<file path="config.mk">
export PLATFORM = sky130hd
export DESIGN_NAME = ry420_fifo
export DESIGN_NICKNAME = d
export VERILOG_FILES = /design/src/ry420_pkg.sv /design/src/ry420_fifo.sv
export SDC_FILE = /design/constraint.sdc
export NUM_CORES = 1
export LEC_CHECK = 0
export BUFFER_PORTS_ARGS = -buffer_cell sky130_fd_sc_hd__buf_2
export CAP_MARGIN = 10
export CORE_ASPECT_RATIO = 1.5
export CORE_MARGIN = 2
export CORE_UTILIZATION = 59
export CTS_BUF_LIST = sky130_fd_sc_hd__clkbuf_4 sky130_fd_sc_hd__clkbuf_8
export DETAILED_ROUTE_END_ITERATION = 6
export PLACE_DENSITY = 0.85
export SYNTH_ARGS = -nofsm -noshare
export SYNTH_HDL_FRONTEND = slang
export SYNTH_SLANG_ARGS = --single-unit
</file>
<file path="constraint.sdc">
create_clock -name i_clk -period 3.2 [get_ports i_clk]
set_input_delay 0.32 -clock i_clk [delete_from_list [all_inputs] [get_ports i_clk]]
set_output_delay 0.32 -clock i_clk [all_outputs]
set_load 0.01 [all_outputs]
</file>
<file path="src/ry420_pkg.sv">
// Shared types, coefficients and helpers for the RGB to YUV 4:2:0 converter.
// Depends on nothing; every other file in src imports it.
package ry420_pkg;

    // Field widths fixed by the interface
    localparam int COMP_W     = 8;
    localparam int CFG_W      = 12;
    localparam int COL_W      = 12;
    localparam int ROW_W      = 11;
    localparam int PROD_W     = 24;
    localparam int PAIR_W     = 9;
    localparam int ENTRY_W    = 2 * PAIR_W;
    localparam int PADDR_W    = 3;
    localparam int PDATA_W    = 32;
    localparam int REG_IDX_LSB = 2;

    // Request queue between front and back
    localparam int FIFO_DEPTH = 4;
    localparam int FIFO_PTR_W = 2;
    localparam int FIFO_CNT_W = 3;

    // Frame limits and register reset values
    localparam logic [CFG_W-1:0] MAX_HEIGHT     = 12'd2048;
    localparam logic [CFG_W-1:0] MIN_DIM        = 12'd2;
    localparam logic [CFG_W-1:0] WIDTH_DEFAULT  = 12'd640;
    localparam logic [CFG_W-1:0] HEIGHT_DEFAULT = 12'd480;

    // Register indexes (paddr bit REG_IDX_LSB)
    localparam logic REG_FRAME_WIDTH  = 1'b0;
    localparam logic REG_FRAME_HEIGHT = 1'b1;

    // 0.16 coefficients, rounded to nearest
    localparam logic [15:0] COEF_Y_R = 16'd19595;
    localparam logic [15:0] COEF_Y_G = 16'd38470;
    localparam logic [15:0] COEF_Y_B = 16'd7471;
    localparam logic [15:0] COEF_U_R = 16'd11036;
    localparam logic [15:0] COEF_U_G = 16'd21732;
    localparam logic [15:0] COEF_V_G = 16'd27440;
    localparam logic [15:0] COEF_V_B = 16'd5328;

    localparam logic [COMP_W-1:0] CHROMA_OFFSET = 8'd128;
    localparam logic [COMP_W-1:0] LUMA_MIN      = 8'd16;
    localparam logic [COMP_W-1:0] LUMA_MAX      = 8'd235;
    localparam logic [COMP_W-1:0] CHROMA_MIN    = 8'd16;
    localparam logic [COMP_W-1:0] CHROMA_MAX    = 8'd240;

    typedef struct packed {
        logic [COMP_W-1:0] blue;
        logic [COMP_W-1:0] green;
        logic [COMP_W-1:0] red;
    } t_pixel;

    typedef struct packed {
        logic [COMP_W-1:0] luma;
        logic              chroma_valid;
        logic [COMP_W-1:0] chroma_u;
        logic [COMP_W-1:0] chroma_v;
        logic              last_of_frame;
    } t_result;

    // Frame position that the front attaches to each pixel
    typedef struct packed {
        logic [COL_W-1:0] column;
        logic             odd_row;
        logic             last;
    } t_tag;

    typedef struct packed {
        t_pixel pixel;
        t_tag   tag;
    } t_item;

    function automatic logic [COMP_W-1:0] clamp8(
        input logic [COMP_W-1:0] v,
        input logic [COMP_W-1:0] lo,
        input logic [COMP_W-1:0] hi
    );
        logic [COMP_W-1:0] res;
        res = v;
        if (v < lo) begin
            res = lo;
        end else if (v > hi) begin
            res = hi;
        end
        return res;
    endfunction

endpackage

</file>
<file path="src/ry420_fifo.sv">
// Short request queue between the front end and the conversion pipeline.
// Register-based, FIFO_DEPTH entries of t_item. Uses ry420_pkg.
module ry420_fifo (
    input  logic             i_clk,
    input  logic             i_rst_n,
    input  logic             i_push,
    input  ry420_pkg::t_item i_item,
    output logic             o_full,
    input  logic             i_pop,
    output logic             o_valid,
    output ry420_pkg::t_item o_item
);
    import ry420_pkg::*;

    t_item                 r_mem [FIFO_DEPTH];
    logic [FIFO_PTR_W-1:0] r_wr_ptr;
    logic [FIFO_PTR_W-1:0] r_rd_ptr;
    logic [FIFO_CNT_W-1:0] r_count;

    assign o_full  = (r_count == FIFO_CNT_W'(FIFO_DEPTH));
    assign o_valid = (r_count != '0);
    assign o_item  = r_mem[r_rd_ptr];

    // storage
    always_ff @(posedge i_clk) begin
        if (i_push) begin
            r_mem[r_wr_ptr] <= i_item;
        end
    end

    // pointers and fill level
    always_ff @(posedge i_clk) begin
        if (!i_rst_n) begin
            r_wr_ptr <= '0;
            r_rd_ptr <= '0;
            r_count  <= '0;
        end else begin
            if (i_push) begin
                r_wr_ptr <= r_wr_ptr + 1'b1;
            end
            if (i_pop) begin
                r_rd_ptr <= r_rd_ptr + 1'b1;
            end
            if (i_push && !i_pop) begin
                r_count <= r_count + 1'b1;
            end else if (i_pop && !i_push) begin
                r_count <= r_count - 1'b1;
            end
        end
    end

endmodule

</file>
==> summary.txt <==
Outcome
  – Status: complete, no violations

Clock network
  – Clk buf depth: 2
  – H-Tree Depth: 4
  – CTS sink count: 161
  – PostCTS Resize Cnt: 0
  – Clock Tree Root: clkbuf_8
  – Clock Pin Slew Worst Setup and Hold Paths: 0.08 ns
  – TritonCTS clock tree: built
  – Post-CTS Setup Inserts: 0
  – TritonCTS Buffers: 17
  – CTS Hold Buffers Added: 0
  – Clk_lat worst skew: 0.44 ns

STA
  – Relative slew slack: 0.3307
  – Hold Fails Final Rpt: 0
  – Worst-Margin Slew: 1.004 ns
  – Pins Over Slew Limit: 0
  – Post-layout min period: 2.568 ns
  – Unrepaired setup endpoints after global routing: no
  – Clk_skew: 0.008245 ns
  – Endpoints failing setup: 0
  – Period utilisation layout: 0.8026
  – Achievable clock frequency: 389.4 MHz
  – Sum Neg Setup Slack: 0 ns

Floorplan
  – Die H: 126.9 um
  – Core Region: 9744 um2
  – # rows: 44
  – Die ar.: 10910 um2
  – Die Width: 85.96 um
  – Initial Utilization: 0.6100
  – Top-level I/O count: 82

Worst setup path
  – CP arrival: 2.25 ns
  – Startpoint type of the worst setup path: flip-flop
  – Worst-path fanout max: 17
  – Crit Path Category: flip-flop to primary output
  – Worst path required time: 2.88 ns
  – Setup crit end kind: primary output

Detailed routing
  – Wire per inst: 20.24 um
  – # DRC: 0
  – Vias: 2644
  – Antenna Nets Post-Route: 0
  – First-pass DRT Iterations: 4
  – Final wirelength: 9372 um
  – DR iter-0 viols: 128
  – Via density: 5.711

Synth
  – Syn_nets: 289
  – Main combinational cell family by area after synthesis: multiplexers
  – Number of synthesized register bits: 161
  – Main synth FF type: edfxtp_1
  – Mux cell area share after synthesis: 0.1473
  – Cell variety after synth: 21
  – Post-synthesis cell count: 241
  – Netlist Area Pre-Place: 5944 um2
  – Synth top cells by count: edfxtp_1 (152), mux4_2 (38), and2_1 (9), dfxtp_1 (9), ha_1 (5)
  – Fraction of the mapped netlist area in simple logic gates: 0.01558
  – Top-area cell type share of the netlist area: 0.7678
  – Avg Cell Area, Syn: 24.67 um2
  – Number of synthesized flops with an enable pin: 152
  – Xor/xnor share of the synthesized area: 0.007367
  – Synth Warn #: 0
  – Cell accounting for the most synthesized area: edfxtp_1
  – Register area share after synthesis: 0.7981
  – Async S/R FF share, synth: 0
  – Post-synthesis adder-cell area fraction: 0.01389
  – Synth Area in Compound Gates: 0.002105
  – Synth top area cells: edfxtp_1 (77%), mux4_2 (14%), dfxtp_1 (3.0%), ha_1 (1.1%), and2_1 (0.95%)
  – Cell with the most instances after synthesis: edfxtp_1

Global route
  – Met2 Usage GRT: 0.3183
  – Gr usage total: 0.1861
  – Total gr overflow: 0
  – Gr busiest metal: met2
  – Number of global-route vias before repair: 2875
  – Maximum number of pins on one net before global-route repair: 39
  – Grt met3 use: 0.06701
  – Initial antenna violation count: 0
  – First-pass GRT wire length: 14480 um
  – GRT met1 Usage: 0.2077

Power
  – Max rail drop VDD: 0.5035 mV
  – Leakage Power: 2.339 nW
  – Power, Total: 4.339 mW
  – Power Density: 633.9 nW/um2

Placement
  – Placed Cells incl. Taps: 431
  – DP Wirelength: 5699 um
  – PortBufs: 81
  – RePlAce Congestion: 0.7094

Final layout
  – Proportion of layout cells with a drive suffix above 1: 0.4540
  – Area Overhead vs Synth: 15.15%
  – Final net count: 383
  – Fill count: 591
  – Inserted Diodes: 0
  – Non-filler instance count after layout: 463

Hold path
  – Hold Crit Class: input port to flip-flop

Job
  – Max cap viols: 0
registers in the layout, summed over array words and instances (netlist names), named ones only:
name and count:
r_count 3, r_wr_ptr 2, r_mem 152, r_rd_ptr 2
kinds of logic after synthesis:
kind of cell / Yosys count
AOI/OAI and AO/OA: 2
xor gates and xnor gates: 5
adders and majority gates: 6
buffers and inverters: 12
DFF: 161
muxes: 40
and+or+nand+nor: 15
path summary, 6_finish.rpt:
path	start	end	slack, ns	cells past startpoint
worst max-delay path	flip-flop	o_item[2]	0.63	3
worst min-delay path	i_item[1]	r_mem[2][1]	0.1	1
worst max register to register	r_wr_ptr[0]	r_mem[2][14]	1.38	3
worst min register to register	r_count[2]	r_count[2]	0.51	2
placed cells by master, fill, tap and decap left out:
cell type   Yosys  layout
clkbuf_4        0       1
edfxtp_1      152     152
nor2b_1         2       2
buf_4           1       2
nand2_1         1       1
inv_1           4       4
mux4_2         38      38
and2_2          0       4
mux2i_1         2       2
inv_6           0       1
xor2_1          3       3
clkinv_1        0       1
nor3b_1         1       1
ha_1            5       5
clkinv_4        0       2
xnor2_1         2       2
clkinvlp_4      0       4
a21boi_0        1       1
clkbuf_8        0      17
fa_1            1       1
dfxtp_2         0       2
or3_1           2       2
buf_2           3      81
and2_1          9       5
o21ai_0         1       1
bufinv_16       0       3
clkinv_2        0       3
dfxtp_1         9       7
per-stage QoR:
stage | hold WS, ns | util | instance area, um2 | setup slack [ns]
5_1_grt | 0.06420 | 0.7025 | 6845 | 0.4319
3_3_place_gp | 0.4879 | 0.6608 | 6439 | 1.041
4_1_cts | 0.06198 | 0.7025 | 6845 | 0.5357
6_report | 0.09527 | 0.7025 | 6845 | 0.6318
3_5_place_dp | 0.4981 | 0.6608 | 6439 | 1.027
2_1_floorplan | 0.4189 | - | 5944 | 1.337
critical path, cell delays in order, from the launching register on:
cell and delay (ns):
dfxtp_2 0.71, buf_4 0.37, mux4_2 0.55, buf_2 0.16
per-layer routing:
layer	routed length, um	up-vias	part of all wire
met4	98	0	0.010
met3	507	7	0.054
met2	5433	80	0.58
li1	-	1192	-
met5	0	-	0
met1	3332	1365	0.36
where the power goes:
part           switching [mW]  internal (mW)
combinational           0.204          0.208
sequential             0.0579           2.42
clock                   0.677          0.775
total                   0.940           3.40
final cells by class:
class / instances / area (um2) / area share
multi-input cells: 68 / 1112 / 0.1625
inverters: 4 / 15.01 / 0.002193
flip-flops and latches: 161 / 4747 / 0.6935
clock buffers: 18 / 241.5 / 0.03528
repair buffers: 83 / 420.4 / 0.06141
clock inverters: 14 / 165.2 / 0.02413
well taps: 115 / 143.9 / 0.02102
No activity file was read; power rests on OpenSTA's default activity.
