--- src/ry420_pkg.sv ---
// Shared types, coefficients and helpers for the RGB to YUV 4:2:0 converter.
// Depends on nothing; every other file in src imports it.
package ry420_pkg;

    // Field widths fixed by the interface
    localparam int COMP_W     = 8;
    localparam int CFG_W      = 12;
    localparam int COL_W      = 12;
    localparam int ROW_W      = 11;
    localparam int PROD_W     = 24;
    localparam int PAIR_W     = 9;
    localparam int ENTRY_W    = 2 * PAIR_W;
    localparam int PADDR_W    = 3;
    localparam int PDATA_W    = 32;
    localparam int REG_IDX_LSB = 2;

    // Request queue between front and back
    localparam int FIFO_DEPTH = 4;
    localparam int FIFO_PTR_W = 2;
    localparam int FIFO_CNT_W = 3;

    // Frame limits and register reset values
    localparam logic [CFG_W-1:0] MAX_HEIGHT     = 12'd2048;
    localparam logic [CFG_W-1:0] MIN_DIM        = 12'd2;
    localparam logic [CFG_W-1:0] WIDTH_DEFAULT  = 12'd640;
    localparam logic [CFG_W-1:0] HEIGHT_DEFAULT = 12'd480;

    // Register indexes (paddr bit REG_IDX_LSB)
    localparam logic REG_FRAME_WIDTH  = 1'b0;
    localparam logic REG_FRAME_HEIGHT = 1'b1;

    // 0.16 coefficients, rounded to nearest
    localparam logic [15:0] COEF_Y_R = 16'd19595;
    localparam logic [15:0] COEF_Y_G = 16'd38470;
    localparam logic [15:0] COEF_Y_B = 16'd7471;
    localparam logic [15:0] COEF_U_R = 16'd11036;
    localparam logic [15:0] COEF_U_G = 16'd21732;
    localparam logic [15:0] COEF_V_G = 16'd27440;
    localparam logic [15:0] COEF_V_B = 16'd5328;

    localparam logic [COMP_W-1:0] CHROMA_OFFSET = 8'd128;
    localparam logic [COMP_W-1:0] LUMA_MIN      = 8'd16;
    localparam logic [COMP_W-1:0] LUMA_MAX      = 8'd235;
    localparam logic [COMP_W-1:0] CHROMA_MIN    = 8'd16;
    localparam logic [COMP_W-1:0] CHROMA_MAX    = 8'd240;

    typedef struct packed {
        logic [COMP_W-1:0] blue;
        logic [COMP_W-1:0] green;
        logic [COMP_W-1:0] red;
    } t_pixel;

    typedef struct packed {
        logic [COMP_W-1:0] luma;
        logic              chroma_valid;
        logic [COMP_W-1:0] chroma_u;
        logic [COMP_W-1:0] chroma_v;
        logic              last_of_frame;
    } t_result;

    // Frame position that the front attaches to each pixel
    typedef struct packed {
        logic [COL_W-1:0] column;
        logic             odd_row;
        logic             last;
    } t_tag;

    typedef struct packed {
        t_pixel pixel;
        t_tag   tag;
    } t_item;

    function automatic logic [COMP_W-1:0] clamp8(
        input logic [COMP_W-1:0] v,
        input logic [COMP_W-1:0] lo,
        input logic [COMP_W-1:0] hi
    );
        logic [COMP_W-1:0] res;
        res = v;
        if (v < lo) begin
            res = lo;
        end else if (v > hi) begin
            res = hi;
        end
        return res;
    endfunction

endpackage

--- src/ry420_front.sv ---
// Front end: configuration registers and raster position tracking.
// Tags each accepted pixel with column, row parity and end of frame. Uses ry420_pkg.
module ry420_front #(
    parameter int MAX_WIDTH = 2048
) (
    input  logic                           i_clk,
    input  logic                           i_rst_n,
    input  logic                           i_psel,
    input  logic                           i_penable,
    input  logic                           i_pwrite,
    input  logic [ry420_pkg::PADDR_W-1:0]  i_paddr,
    input  logic [ry420_pkg::PDATA_W-1:0]  i_pwdata,
    output logic [ry420_pkg::PDATA_W-1:0]  o_prdata,
    input  logic                           i_push,
    output ry420_pkg::t_tag                o_tag
);
    import ry420_pkg::*;

    localparam int WMAX_EVEN = MAX_WIDTH - (MAX_WIDTH % 2);

    logic [CFG_W-1:0] r_frame_width;
    logic [CFG_W-1:0] r_frame_height;
    logic [COL_W-1:0] r_col;
    logic [ROW_W-1:0] r_row;

    logic             cfg_wr;
    logic             reg_sel;
    logic [CFG_W-1:0] w_even;
    logic [CFG_W-1:0] h_even;
    logic [CFG_W-1:0] eff_w;
    logic [CFG_W-1:0] eff_h;
    logic             col_end;
    logic             row_end;

    assign cfg_wr  = i_psel && i_penable && i_pwrite;
    assign reg_sel = i_paddr[REG_IDX_LSB];

    // register readback
    assign o_prdata = {{(PDATA_W-CFG_W){1'b0}},
                       (reg_sel == REG_FRAME_HEIGHT) ? r_frame_height : r_frame_width};

    // effective frame size: even, saturated to the supported range
    assign w_even = {r_frame_width[CFG_W-1:1], 1'b0};
    assign h_even = {r_frame_height[CFG_W-1:1], 1'b0};

    always_comb begin
        eff_w = w_even;
        if (w_even < MIN_DIM) begin
            eff_w = MIN_DIM;
        end else if ({{(32-CFG_W){1'b0}}, w_even} > 32'(WMAX_EVEN)) begin
            eff_w = CFG_W'(WMAX_EVEN);
        end
        eff_h = h_even;
        if (h_even < MIN_DIM) begin
            eff_h = MIN_DIM;
        end else if (h_even > MAX_HEIGHT) begin
            eff_h = MAX_HEIGHT;
        end
    end

    assign col_end = ({1'b0, r_col} + 13'd1) >= {1'b0, eff_w};
    assign row_end = ({1'b0, r_row} + 12'd1) >= eff_h;

    assign o_tag.column  = r_col;
    assign o_tag.odd_row = r_row[0];
    assign o_tag.last    = col_end && row_end;

    // config registers
    always_ff @(posedge i_clk) begin
        if (!i_rst_n) begin
            r_frame_width  <= WIDTH_DEFAULT;
            r_frame_height <= HEIGHT_DEFAULT;
        end else if (cfg_wr) begin
            unique case (reg_sel)
                REG_FRAME_WIDTH:  r_frame_width  <= i_pwdata[CFG_W-1:0];
                REG_FRAME_HEIGHT: r_frame_height <= i_pwdata[CFG_W-1:0];
                default:          r_frame_width  <= r_frame_width;
            endcase
        end
    end

    // raster counters; any register write restarts the frame
    always_ff @(posedge i_clk) begin
        if (!i_rst_n) begin
            r_col <= '0;
            r_row <= '0;
        end else if (cfg_wr) begin
            r_col <= '0;
            r_row <= '0;
        end else if (i_push) begin
            if (col_end) begin
                r_col <= '0;
                if (row_end) begin
                    r_row <= '0;
                end else begin
                    r_row <= r_row + 1'b1;
                end
            end else begin
                r_col <= r_col + 1'b1;
            end
        end
    end

endmodule

--- config.mk ---
export PLATFORM = sky130hd
export DESIGN_NAME = ry420_front
export DESIGN_NICKNAME = d
export VERILOG_FILES = /design/src/ry420_pkg.sv /design/src/ry420_front.sv
export SDC_FILE = /design/constraint.sdc
export NUM_CORES = 1
export LEC_CHECK = 0
export ABC_AREA = 1
export BUFFER_PORTS_ARGS = -buffer_cell sky130_fd_sc_hd__buf_4
export CAP_MARGIN = 5
export CORE_AREA = 3 3 83 85
export CTS_CLUSTER_SIZE = 10
export DETAILED_ROUTE_END_ITERATION = 6
export DIE_AREA = 0 0 86 88
export PLACE_DENSITY_LB_ADDON = 0.1
export SLEW_MARGIN = 20
export SYNTH_ARGS = -nofsm -noshare
export SYNTH_HDL_FRONTEND = slang
export SYNTH_SLANG_ARGS = --single-unit
--- constraint.sdc ---
create_clock -name i_clk -period 3.7 [get_ports i_clk]
set_clock_uncertainty 0.2 [all_clocks]
set_input_delay 0.37 -clock i_clk [delete_from_list [all_inputs] [get_ports i_clk]]
set_output_delay 0.37 -clock i_clk [all_outputs]
set_load 0.03 [all_outputs]
==> metrics <==
Slew headroom=59.6%; chip height=roughly 88 um; I/O pin cnt=87; Final nets=around 620; placed cell count=just over 600; Sw Share=roughly a third; worst hold-check path type=in -> reg; Post-Place Cell Area=roughly 3500 um2; asr flop ratio synth=0%; leading area contributor after synthesis=dfxtp_1; Worst EP arrival=2.84 ns; worst path required time=~3.1 ns; Mapped Cells=515; clk sinks=47; DRC=0; Yosys cell types=26; Synth Flop Type=dfxtp_1; final wirelength=between 7000 and 8000 um; WL/cell=between 10 and 15 um; clock-pin slew on the worst setup and hold paths=~0.1 ns; core area=roughly 6300 um2; DRT Pass-1 Iters=4; via count=between 3k and 4k; Final Hold Vio Count=0; CTS Hold Bufs=0; sequential power share=49.2%; Starting DRT DRC Count=between 100 and 150; P per Cell Area=between 300 and 400 nW/um2; most frequent cells in the layout=nand2_1 (143), nor2_1 (88), inv_1 (64); Synth area leaders=dfxtp_1 (29%), nand2_1 (17%), nor2_1 (10%), ha_1 (9.2%), inv_1 (7.4%); CTS Root Cell=clkbuf_8; fill count=approximately 650; Port Buffers=44; largest net degree at the start of global routing=26; Crit Path Max Fanout=6; Final TNS setup=0 ns; number of antenna violations at the first check in global routing=0; global route total overflow=0; CTS tree=done; Synthesis Warnings=0; Combinational Power Share=around a fifth; Total GRT Usage=20.6%; kind of critical path=reg -> out; Pwr Total=~1.1 mW; Worst Tran Pin Value=0.604 ns; final non-filler cell area=~3600 um2; initial core utilization=between 50 and 60%; Tmin final=3.41 ns; sequential fraction of the synthesis area=29.0%; Avg Vias per Cell=~4.8; Multi-input gate area=slightly below 2000 um2; Leak=a little under 2 nW; Sw Pwr=roughly 0.37 mW; post-route ant nets=0; clk_lat worst skew=approximately 0.32 ns; die area=7570 um2; number of buffers created by CTS=5; first-pass GRT wire length=12700 um; cell area after synthesis=3250 um2; cell internal pwr=0.733 mW; row cnt=29; number of synthesized flops with an enable pin=0; number of H-tree levels=2; commonest non-fill, non-tap cell in the layout=nand2_1; crit share post-route=between 90% and 100%; CTS max path bufs=2; Final setup viols=0; crit path launch type=flip-flop; Max VDD drop=0.209 mV; CP endpoint kind=output port; status=complete, no violations; syn_area_per_cell=6.31 um2; post-synth top area share=29.0%; unrepaired setup endpoints after global routing=false; f_max=293 MHz; diode count=0; max-slew violation count=0; Post-CTS Setup Bufs=0; register area=approximately 940 um2; Yosys reg bits=47; vias in the first global route=between 2k and 3k; Die Wd=86 um; max-cap violation count=0; area grow syn2layout=11.7%; layout cell share with drive strength beyond 1=between 10% and 20%; clock power share=about 30%; Final Non-Filler Cells=630; detailed placement HPWL=approximately 5700 um; GPL Wtd Cong=between 0.8 and 0.9
## timing repair
action                                  CTS  global route
hold endpoints to repair                  0             0
endpoints found under the setup margin    0             1
gates resized for setup                   0             1
## area by class of cell
cell class	instances	share of cell area (%)
Sequential cell	47	25.9
Clock inverter	3	0.655
Multi-Input combinational cell	389	52.9
Timing Repair Buffer	45	9.31
Clock buffer	5	1.90
Inverter	64	6.62
Tap cell	77	2.66
## critical path, cell delays in order, from the launching register on
cell and delay [ns]:
dfxtp_1 0.41, inv_1 0.10, nor2_1 0.25, nand2_1 0.14, nor2_1 0.15, nand3_1 0.10
xor2_1 0.20, inv_1 0.07, ha_1 0.30, inv_1 0.06, o21bai_1 0.08, nor2_2 0.27
nand2_4 0.11, nand2_1 0.09, inv_1 0.04, buf_4 0.15
## sequential cells by signal (all words and copies together) (netlist names)
signal and count:
r_row 11, r_frame_width 12, r_col 12, r_frame_height 12
## through the flow
stage	worst slack [ns]	hold WS [ns]	utilization, %
finish	0.287	0.0704	57.8
global route	0.0130	0.0716	57.8
CTS	0.283	0.0620	57.7
detailed placement	0.643	0.281	56.3
global placement	0.648	0.277	56.3
floorplan	0.700	0.256	-
## power groups by stage
stage | Combinational, mW | Clock, mW | Sequential [mW]
after CTS | 0.226 | 0.346 | 0.542
after global routing | 0.257 | 0.360 | 0.546
after detailed placement | 0.225 | 0 | 0.554
final | 0.225 | 0.335 | 0.542
after floorplan | 0.176 | 0 | 0.555
after global placement | 0.221 | 0 | 0.554
## path summary, 6_finish.rpt
check / slack, ns / depth (start not counted) / endpoint / from
max: 0.29 / 15 / o_tag[0] / r_col[0]
min: 0.07 / 3 / r_frame_height[6] / i_pwdata[6]
max reg2reg: 0.73 / 16 / r_row[5] / r_col[0]
min reg2reg: 0.30 / 2 / r_frame_height[9] / r_frame_height[9]
## cells by family after synthesis
logic type / after synthesis / share of synthesized area, %
xor gates and xnor gates: 12 / 3.23
DFF: 47 / 29.0
buffers and inverters: 98 / 14.2
AOI/OAI and AO/OA: 61 / 9.93
other: 1 / 0.115
and+or+nand+nor: 272 / 34.3
adders and majority gates: 24 / 9.24
## cells in the mapped netlist (4+ instances only)
master	count
a21oi_1	25
buf_2	4
buf_4	22
clkbuf_1	7
dfxtp_1	47
ha_1	24
inv_1	64
nand2_1	143
nand3_1	19
nand4_1	11
nor2_1	88
o21ai_0	27
xor2_1	12
## per-layer routing
metal  track usage [%]  share of wire [%]
met3              2.92                3.6
met1              26.3                 48
met5                 0                  0
met2              35.8                 47
met4              6.33                1.1
Note: power is estimated with default switching activity, not from simulation.
